File: src/rtl/core/sha_pkg.sv
`timescale 1ns / 1ps
package sha_pkg;
    typedef enum logic [1:0] {
        FUNC_ABSORB = 2'd0,
        FUNC_ABSORB_FINISH = 2'd1,
        FUNC_FINISH = 2'd2,
        FUNC_NONE = 2'd3
    } t_func;

    typedef enum logic [2:0] {
        ST_IDLE,
        ST_PAD,
        ST_LEN,
        ST_COMP,
        ST_EMIT
    } t_state;

    typedef struct packed {
        logic start;
        logic busy;
        logic done;
    } t_comp_ctl;

    localparam logic [31:0] INIT_H [8] = '{
        32'h6a09e667, 32'hbb67ae85, 32'h3c6ef372, 32'ha54ff53a,
        32'h510e527f, 32'h9b05688c, 32'h1f83d9ab, 32'h5be0cd19
    };

    localparam logic [31:0] RK [64] = '{
        32'h428a2f98, 32'h71374491, 32'hb5c0fbcf, 32'he9b5dba5,
        32'h3956c25b, 32'h59f111f1, 32'h923f82a4, 32'hab1c5ed5,
        32'hd807aa98, 32'h12835b01, 32'h243185be, 32'h550c7dc3,
        32'h72be5d74, 32'h80deb1fe, 32'h9bdc06a7, 32'hc19bf174,
        32'he49b69c1, 32'hefbe4786, 32'h0fc19dc6, 32'h240ca1cc,
        32'h2de92c6f, 32'h4a7484aa, 32'h5cb0a9dc, 32'h76f988da,
        32'h983e5152, 32'ha831c66d, 32'hb00327c8, 32'hbf597fc7,
        32'hc6e00bf3, 32'hd5a79147, 32'h06ca6351, 32'h14292967,
        32'h27b70a85, 32'h2e1b2138, 32'h4d2c6dfc, 32'h53380d13,
        32'h650a7354, 32'h766a0abb, 32'h81c2c92e, 32'h92722c85,
        32'ha2bfe8a1, 32'ha81a664b, 32'hc24b8b70, 32'hc76c51a3,
        32'hd192e819, 32'hd6990624, 32'hf40e3585, 32'h106aa070,
        32'h19a4c116, 32'h1e376c08, 32'h2748774c, 32'h34b0bcb5,
        32'h391c0cb3, 32'h4ed8aa4a, 32'h5b9cca4f, 32'h682e6ff3,
        32'h748f82ee, 32'h78a5636f, 32'h84c87814, 32'h8cc70208,
        32'h90befffa, 32'ha4506ceb, 32'hbef9a3f7, 32'hc67178f2
    };

    localparam logic [7:0] PAD_BYTE = 8'h80;

    function automatic logic [31:0] rotr(input logic [31:0] x, input int n);
        rotr = (x >> n) | (x << (32 - n));
    endfunction
endpackage

File: src/rtl/core/sha_if.sv
`timescale 1ns / 1ps
interface sha_in_if;
    logic       valid;
    logic       ready;
    logic [1:0] func;
    logic [7:0] data_byte;
    modport source(output valid, output func, output data_byte, input ready);
    modport sink(input valid, input func, input data_byte, output ready);
endinterface

interface sha_out_if;
    logic        valid;
    logic        ready;
    logic [31:0] digest_word;
    logic [2:0]  word_index;
    logic        last_word;
    modport source(output valid, output digest_word, output word_index, output last_word,
                   input ready);
    modport sink(input valid, input digest_word, input word_index, input last_word,
                 output ready);
endinterface

File: src/rtl/core/sha_round.sv
`timescale 1ns / 1ps
// Compression engine: one round per cycle over a 16-word rolling schedule.
module sha_round (
    input  logic         i_clk,
    input  logic         i_rst_n,
    input  logic         i_start,
    output logic         o_busy,
    input  logic [511:0] i_block,
    input  logic [255:0] i_h,
    output logic [255:0] o_h
);
    import sha_pkg::*;

    logic [31:0] r_w [16];
    logic [31:0] r_v [8];
    logic [31:0] r_h [8];
    logic [5:0]  r_rnd;
    logic        r_busy;
    logic        r_done;
    logic [31:0] w_cur, w_new, t1, t2, s0, s1;

    always_comb begin
        w_cur = r_w[0];
        s0 = rotr(r_w[1], 7) ^ rotr(r_w[1], 18) ^ (r_w[1] >> 3);
        s1 = rotr(r_w[14], 17) ^ rotr(r_w[14], 19) ^ (r_w[14] >> 10);
        w_new = s1 + r_w[9] + s0 + r_w[0];
        t1 = r_v[7] + (rotr(r_v[4], 6) ^ rotr(r_v[4], 11) ^ rotr(r_v[4], 25))
           + ((r_v[4] & r_v[5]) ^ (~r_v[4] & r_v[6])) + RK[r_rnd] + w_cur;
        t2 = (rotr(r_v[0], 2) ^ rotr(r_v[0], 13) ^ rotr(r_v[0], 22))
           + ((r_v[0] & r_v[1]) ^ (r_v[0] & r_v[2]) ^ (r_v[1] & r_v[2]));
    end

    always_ff @(posedge i_clk) begin
        if (!i_rst_n) begin
            r_busy <= 1'b0;
            r_done <= 1'b0;
            r_rnd  <= '0;
        end else begin
            r_done <= 1'b0;
            if (i_start && !r_busy) begin
                r_busy <= 1'b1;
                r_rnd  <= '0;
                for (int i = 0; i < 16; i++) r_w[i] <= i_block[511 - 32*i -: 32];
                for (int i = 0; i < 8; i++) begin
                    r_v[i] <= i_h[255 - 32*i -: 32];
                    r_h[i] <= i_h[255 - 32*i -: 32];
                end
            end else if (r_busy) begin
                for (int i = 0; i < 15; i++) r_w[i] <= r_w[i+1];
                r_w[15] <= w_new;
                r_v[7] <= r_v[6]; r_v[6] <= r_v[5]; r_v[5] <= r_v[4];
                r_v[4] <= r_v[3] + t1;
                r_v[3] <= r_v[2]; r_v[2] <= r_v[1]; r_v[1] <= r_v[0];
                r_v[0] <= t1 + t2;
                r_rnd <= r_rnd + 6'd1;
                if (r_rnd == 6'd63) begin
                    r_busy <= 1'b0;
                    r_done <= 1'b1;
                end
            end else if (r_done) begin
                for (int i = 0; i < 8; i++) r_h[i] <= r_h[i] + r_v[i];
            end
        end
    end

    // Busy stays high through the cycle that adds the working variables into the hash.
    always_comb begin
        o_busy = r_busy | r_done;
        for (int i = 0; i < 8; i++) o_h[255 - 32*i -: 32] = r_h[i];
    end
endmodule

File: src/rtl/core/sha256_stream_hasher_top.sv
`timescale 1ns / 1ps
// Bytes are absorbed back to back; the byte that completes a block holds the input off
// while the shared round unit runs its 64 rounds, one per cycle.
// A finish pads one byte per cycle and then runs the final block or blocks; the eight
// digest words then go out one per cycle as the sink takes them.
// Synchronous active-low reset loads the initial hash and clears the counts.
module sha256_stream_hasher_top (
    input  logic       i_clk,
    input  logic       i_rst_n,
    sha_in_if.sink     i_in,
    sha_out_if.source  o_out
);
    import sha_pkg::*;

    t_state       r_state, n_state;
    logic [31:0]  r_buf [16];
    logic [5:0]   r_fill;
    logic [63:0]  r_bits;
    logic [255:0] r_h;
    logic         r_final, r_second, r_len, r_wait;
    logic [2:0]   r_idx;
    logic         in_acc;
    logic [511:0] blk;
    logic [255:0] eng_h;
    logic         eng_start, eng_busy;

    always_comb
        for (int i = 0; i < 16; i++) blk[511 - 32*i -: 32] = r_buf[i];

    assign eng_start = (r_state == ST_COMP) && !r_wait;

    sha_round u_round (
        .i_clk(i_clk), .i_rst_n(i_rst_n), .i_start(eng_start), .o_busy(eng_busy),
        .i_block(blk), .i_h(r_h), .o_h(eng_h)
    );

    assign i_in.ready  = (r_state == ST_IDLE);
    assign in_acc      = i_in.valid && i_in.ready;
    assign o_out.valid = (r_state == ST_EMIT);
    assign o_out.digest_word = r_h[255 - 32*r_idx -: 32];
    assign o_out.word_index  = r_idx;
    assign o_out.last_word   = (r_idx == 3'd7);

    always_comb begin
        n_state = r_state;
        unique case (r_state)
            ST_IDLE: begin
                if (in_acc) begin
                    if (i_in.func == FUNC_ABSORB || i_in.func == FUNC_ABSORB_FINISH) begin
                        if (r_fill == 6'd63) n_state = ST_COMP;
                        else if (i_in.func == FUNC_ABSORB_FINISH) n_state = ST_PAD;
                    end else if (i_in.func == FUNC_FINISH) begin
                        n_state = ST_PAD;
                    end
                end
            end
            ST_PAD: begin
                if (r_fill == 6'd63) n_state = ST_COMP;
                else if (r_fill == 6'd55) n_state = ST_LEN;
            end
            ST_LEN:  n_state = ST_COMP;
            ST_COMP: begin
                if (r_wait && !eng_busy) begin
                    if (!r_final) n_state = ST_IDLE;
                    else if (r_len) n_state = ST_EMIT;
                    else n_state = ST_PAD;
                end
            end
            ST_EMIT: if (o_out.ready && r_idx == 3'd7) n_state = ST_IDLE;
            default: n_state = ST_IDLE;
        endcase
    end

    always_ff @(posedge i_clk) begin
        if (!i_rst_n) r_state <= ST_IDLE;
        else          r_state <= n_state;
    end

    always_ff @(posedge i_clk) begin
        if (!i_rst_n) begin
            r_fill <= '0; r_bits <= '0; r_final <= 1'b0; r_second <= 1'b0;
            r_len <= 1'b0; r_wait <= 1'b0; r_idx <= '0;
            for (int i = 0; i < 8; i++) r_h[255 - 32*i -: 32] <= INIT_H[i];
        end else begin
            unique case (r_state)
                ST_IDLE: if (in_acc) begin
                    if (i_in.func == FUNC_ABSORB || i_in.func == FUNC_ABSORB_FINISH) begin
                        r_buf[r_fill[5:2]][{~r_fill[1:0], 3'b000} +: 8] <= i_in.data_byte;
                        r_fill <= r_fill + 6'd1;
                        r_bits <= r_bits + 64'd8;
                        r_final <= (i_in.func == FUNC_ABSORB_FINISH);
                        r_second <= 1'b0;
                        r_len <= 1'b0;
                    end else if (i_in.func == FUNC_FINISH) begin
                        r_final <= 1'b1;
                        r_second <= 1'b0;
                        r_len <= 1'b0;
                    end
                end
                ST_PAD: begin
                    // The marker byte goes in first; zeros follow until the length field.
                    r_buf[r_fill[5:2]][{~r_fill[1:0], 3'b000} +: 8] <=
                        r_second ? 8'h00 : PAD_BYTE;
                    r_fill <= r_fill + 6'd1;
                    r_second <= 1'b1;
                end
                ST_LEN: begin
                    r_buf[14] <= r_bits[63:32];
                    r_buf[15] <= r_bits[31:0];
                    r_len <= 1'b1;
                end
                ST_COMP: begin
                    if (!r_wait) r_wait <= 1'b1;
                    else if (!eng_busy) begin
                        r_wait <= 1'b0;
                        r_h <= eng_h;
                        r_fill <= '0;
                    end
                end
                ST_EMIT: if (o_out.ready) begin
                    r_idx <= r_idx + 3'd1;
                    if (r_idx == 3'd7) begin
                        r_fill <= '0; r_bits <= '0; r_final <= 1'b0; r_second <= 1'b0;
                        r_len <= 1'b0;
                        for (int i = 0; i < 8; i++) r_h[255 - 32*i -: 32] <= INIT_H[i];
                    end
                end
                default: ;
            endcase
        end
    end
endmodule

File: src/flat_wrapper.sv
// flat-port wrapper written by rule: the top's interface ports become plain ports
module sha256_stream_hasher_top_flat import sha_pkg::*;
  (i_clk, i_rst_n, i_in_valid, i_in_func, i_in_data_byte, i_in_ready, o_out_valid, o_out_digest_word, o_out_word_index, o_out_last_word, o_out_ready);
  sha_in_if i_in_i ();
  sha_out_if o_out_i ();
  input  logic i_clk;
  input  logic i_rst_n;
  input wire logic [$bits(i_in_i.valid)-1:0] i_in_valid;
  input wire logic [$bits(i_in_i.func)-1:0] i_in_func;
  input wire logic [$bits(i_in_i.data_byte)-1:0] i_in_data_byte;
  output wire logic [$bits(i_in_i.ready)-1:0] i_in_ready;
  output wire logic [$bits(o_out_i.valid)-1:0] o_out_valid;
  output wire logic [$bits(o_out_i.digest_word)-1:0] o_out_digest_word;
  output wire logic [$bits(o_out_i.word_index)-1:0] o_out_word_index;
  output wire logic [$bits(o_out_i.last_word)-1:0] o_out_last_word;
  input wire logic [$bits(o_out_i.ready)-1:0] o_out_ready;
  assign i_in_i.valid = i_in_valid;
  assign i_in_i.func = i_in_func;
  assign i_in_i.data_byte = i_in_data_byte;
  assign i_in_ready = i_in_i.ready;
  assign o_out_valid = o_out_i.valid;
  assign o_out_digest_word = o_out_i.digest_word;
  assign o_out_word_index = o_out_i.word_index;
  assign o_out_last_word = o_out_i.last_word;
  assign o_out_i.ready = o_out_ready;
  sha256_stream_hasher_top u_core (.i_clk(i_clk), .i_rst_n(i_rst_n), .i_in(i_in_i), .o_out(o_out_i));
endmodule
File: config.mk
export PLATFORM = sky130hd
export DESIGN_NAME = sha256_stream_hasher_top_flat
export DESIGN_NICKNAME = d
export VERILOG_FILES = /design/src/rtl/core/sha_pkg.sv /design/src/rtl/core/sha_if.sv /design/src/rtl/core/sha_round.sv /design/src/rtl/core/sha256_stream_hasher_top.sv /design/src/flat_wrapper.sv
export SDC_FILE = /design/constraint.sdc
export NUM_CORES = 2
export LEC_CHECK = 0
export ABC_AREA = 1
export BUFFER_PORTS_ARGS = -buffer_cell sky130_fd_sc_hd__buf_2
export CELL_PAD_IN_SITES_DETAIL_PLACEMENT = 2
export CELL_PAD_IN_SITES_GLOBAL_PLACEMENT = 2
export CORE_ASPECT_RATIO = 2
export CORE_MARGIN = 2
export CORE_UTILIZATION = 37
export DETAILED_ROUTE_END_ITERATION = 16
export PLACE_DENSITY = 0.89
export SYNTH_ARGS = -nofsm -noshare
export SYNTH_HDL_FRONTEND = slang
export SYNTH_SLANG_ARGS = --single-unit
File: constraint.sdc
create_clock -name i_clk -period 21.8 [get_ports i_clk]
set_input_delay 4.36 -clock i_clk [delete_from_list [all_inputs] [get_ports i_clk]]
set_output_delay 4.36 -clock i_clk [all_outputs]
set_load 0.005 [all_outputs]
==> summary.txt <==
Synth
  – Top-count cell post-synth: nand2_1
  – Synth Area in Compound Gates: 12.7%
  – Mapped Area: 108000 sq um
  – Post-synth EDFFs: 1536
  – Synth warnings: 0
  – Post-synthesis xor/xnor area fraction: 3.31%
  – Post-Synth Simple-Gate Area: 19.9%
  – Synth top area cells: edfxtp_1, nand2_1, dfxtp_1
  – Synth Area in Adders: 8.41%
  – Async SR Flop Fraction: 0%
  – Post-synthesis sequential area ratio: 49.2%
  – Post-synth top cells: nand2_1, edfxtp_1, inv_1
  – Share of the synthesized area in the top cell type: 42.9%
  – Post-synth top area cell: edfxtp_1
  – Proportion of synthesized area in mux cells: 0%
  – Post-synth cell types: 68
  – FF+latch count, synth: 1877
  – Mean Syn Cell Area: 8.66 sq um
  – Largest family of logic cells by synthesized area: simple AND/OR/NAND/NOR gates
  – Cells after synthesis: 12400
  – Ys flop type: edfxtp_1
  – Synthesized Nets: 13000

Global route
  – Vias in the first global route: 109000
  – Global-route usage over all layers: 39.0%
  – First-pass GRT wire length: 812000 microns
  – Initial antenna violation count: 41
  – Largest net degree at the start of global routing: 190
  – Gr ovfl total: 0

Clock network
  – Clock sinks: 1877
  – Post-CTS Hold Buffers: 0
  – Clock slew at reported path FFs: 0.07 ns
  – CTS tree: built
  – Cts repair resizes: 0
  – CTS Root Cell: clkbuf_16
  – Clock latency on the worst-skew pair: 0.98 ns
  – CTS max path bufs: 4
  – Inserted Clock Buffers: 187
  – Post-CTS Setup Bufs: 0
  – H-tree depth: 4

Layout
  – Synthesis-to-finish area growth: 9.74%
  – Layout cell share with drive strength beyond 1: 5.01%
  – Filler cells: 32200
  – Fin nets: 12900
  – Non-Filler Instances: 16300

Timing
  – Fin crit share: 49.8%
  – Final setup fails: 0
  – Fin. Hold Viols: 0
  – Post-layout min period: 10.85 ns
  – Final worst slack: 10.95 ns
  – Fmax: 92.1 MHz
  – Slew @ Worst Pin: 1.62 ns
  – Skew final: 0.120 ns
  – Setup TNS: 0 ns
  – Final Hold Slack: 0.467 ns
  – RSZ-0062 raised after global routing: no
  – Slew margin rel.: -8.96%
  – Slew Limit Fails: 7

Critical path
  – Critical path required time: 22.32 ns
  – Reg-to-Reg End: u_core.u_round.r_v[1][31]
  – Setup crit start kind: input port
  – CP endpoint kind: flip-flop
  – Arr. time, crit path: 11.38 ns
  – Worst R2R Start: u_core.u_round.r_rnd[2]
  – Worst Path Max Fanout: 105
  – R2r worst-path depth: 29
  – R2R Setup Slk: 12.41 ns
  – Worst setup path class: in2reg

Placed design
  – Routability cong.: 1.05
  – DP Worst Slack: 10.24 ns
  – Placed cells: 15900
  – Port bufs: 51
  – Post-DP HPWL: 435000 microns

Floorplan
  – FP Rows: 280
  – Initial core utilization: 37.1%
  – Die Span Y: 766 microns
  – Core region area: 290000 sq um
  – I/O pin count: 52
  – Die area: 295000 sq um
  – Die span in x: 385 microns

Detailed routing
  – Vias per cell: 6.00
  – Residual DRC count: 0
  – Initial DRC count: 6895
  – Final wirelength: 581000 microns
  – Mean routed wirelength per cell: 35.7 microns
  – Total number of vias: 97600
  – DRT antenna net count: 0
  – Pre-antenna DRT Iters: 8

Hold path
  – Hold Path Class: reg2reg
  – Hold Path Cell Cnt: 2
  – Hold EP: u_core.r_wait
  – Min-delay src: u_core.r_wait

Status
  – Violated checks: capacitance limit, slew limit
  – Outcome: finished, violations left

Run
  – Number of max-cap violations: 4

Power and ir drop
  – PwrDens: 88.1 nW/um^2
  – Pleak: 47.3 nW
  – Peak supply drop: 0.0735 mV
cell usage in the layout, fill, tap and decap left out, types with 122 or more instances in the layout:
cell type and n:
nand2_1 3618, edfxtp_1 1536, inv_1 1261, o21ai_0 1103, a21oi_1 820, nor2_1 714
nand3_1 497, ha_1 407, dfxtp_1 338, xor2_1 211, fa_1 196, xnor2_1 195
clkbuf_16 190, buf_4 146, nand4_1 122
routing by layer:
layer | global-route usage, % | wire [microns] | vias to the layer above
li1 | - | - | 41400
met1 | 32.7 | 166000 | 49300
met2 | 68.9 | 294000 | 4241
met3 | 7.99 | 30400 | 2675
met4 | 47.9 | 90100 | 26
met5 | 0 | 161 | -
critical path, stage by stage:
cell and delay, ns:
buf_4 0.53, inv_8 0.33, nor2_4 0.20, buf_4 0.59, inv_8 0.40, nand2_8 0.85
buf_4 0.87, buf_4 0.79, buf_4 0.86, buf_4 0.97
report_power, final:
part	switching [mW]	internal (mW)
clock network	1.61	1.86
logic	2.11	0.722
registers	0.0839	4.01
cells by family after synthesis:
logic type	Yosys count
AO/OA/AOI/OAI	2480
XOR/XNOR	406
adder cells (fa/ha/maj)	606
buffers and inverters	1793
flip-flops	1877
AND/OR/NAND/NOR	5254
how the worst max path moves through the flow:
stage,from,endpoint
2_1_floorplan,i_rst_n,u_core.u_round.r_v[0][0]
3_3_place_gp,i_rst_n,u_core.u_round.r_w[1][57]
3_5_place_dp,i_rst_n,u_core.u_round.r_w[1][126]
4_1_cts,i_rst_n,u_core.u_round.r_w[1][62]
5_1_grt,i_rst_n,u_core.u_round.r_w[1][62]
6_report,i_rst_n,u_core.u_round.r_w[1][62]
stage by stage:
stage | total power [mW] | utilization (%) | cell area [sq um]
after floorplan | 5.68 | - | 108000
after global placement | 6.78 | 38.5 | 112000
after detailed placement | 6.87 | 38.5 | 112000
after CTS | 10.3 | 40.6 | 118000
after global routing | 10.7 | 40.7 | 118000
final | 10.4 | 40.7 | 118000
cell type report:
| class | count | area, sq um | share of cell area (%) |
|---|---|---|---|
| diodes | 20 | 50.0 | 0.0424 |
| clock buffers | 241 | 5120 | 4.34 |
| well taps | 3807 | 4760 | 4.04 |
| multi-input cells | 8746 | 47700 | 40.5 |
| inverters | 1280 | 4850 | 4.11 |
| clock inverters | 95 | 1010 | 0.855 |
| flip-flops and latches | 1877 | 53000 | 44.9 |
| repair buffers | 205 | 1520 | 1.29 |
sequential cells by signal, summed over array words and instances (netlist names):
register	flops
u_core.r_final	1
u_core.u_round.r_done	1
u_core.u_round.r_v	256
u_core.u_round.r_w	512
u_core.r_fill	6
u_core.r_buf	512
u_core.u_round.r_busy	1
u_core.r_wait	1
u_core.r_second	1
u_core.u_round.r_h	256
u_core.r_bits	61
u_core.r_h	256
u_core.u_round.r_rnd	6
u_core.r_state	3
u_core.r_len	1
u_core.o_out.word_index	3
Power figures use the tool's default switching activity.
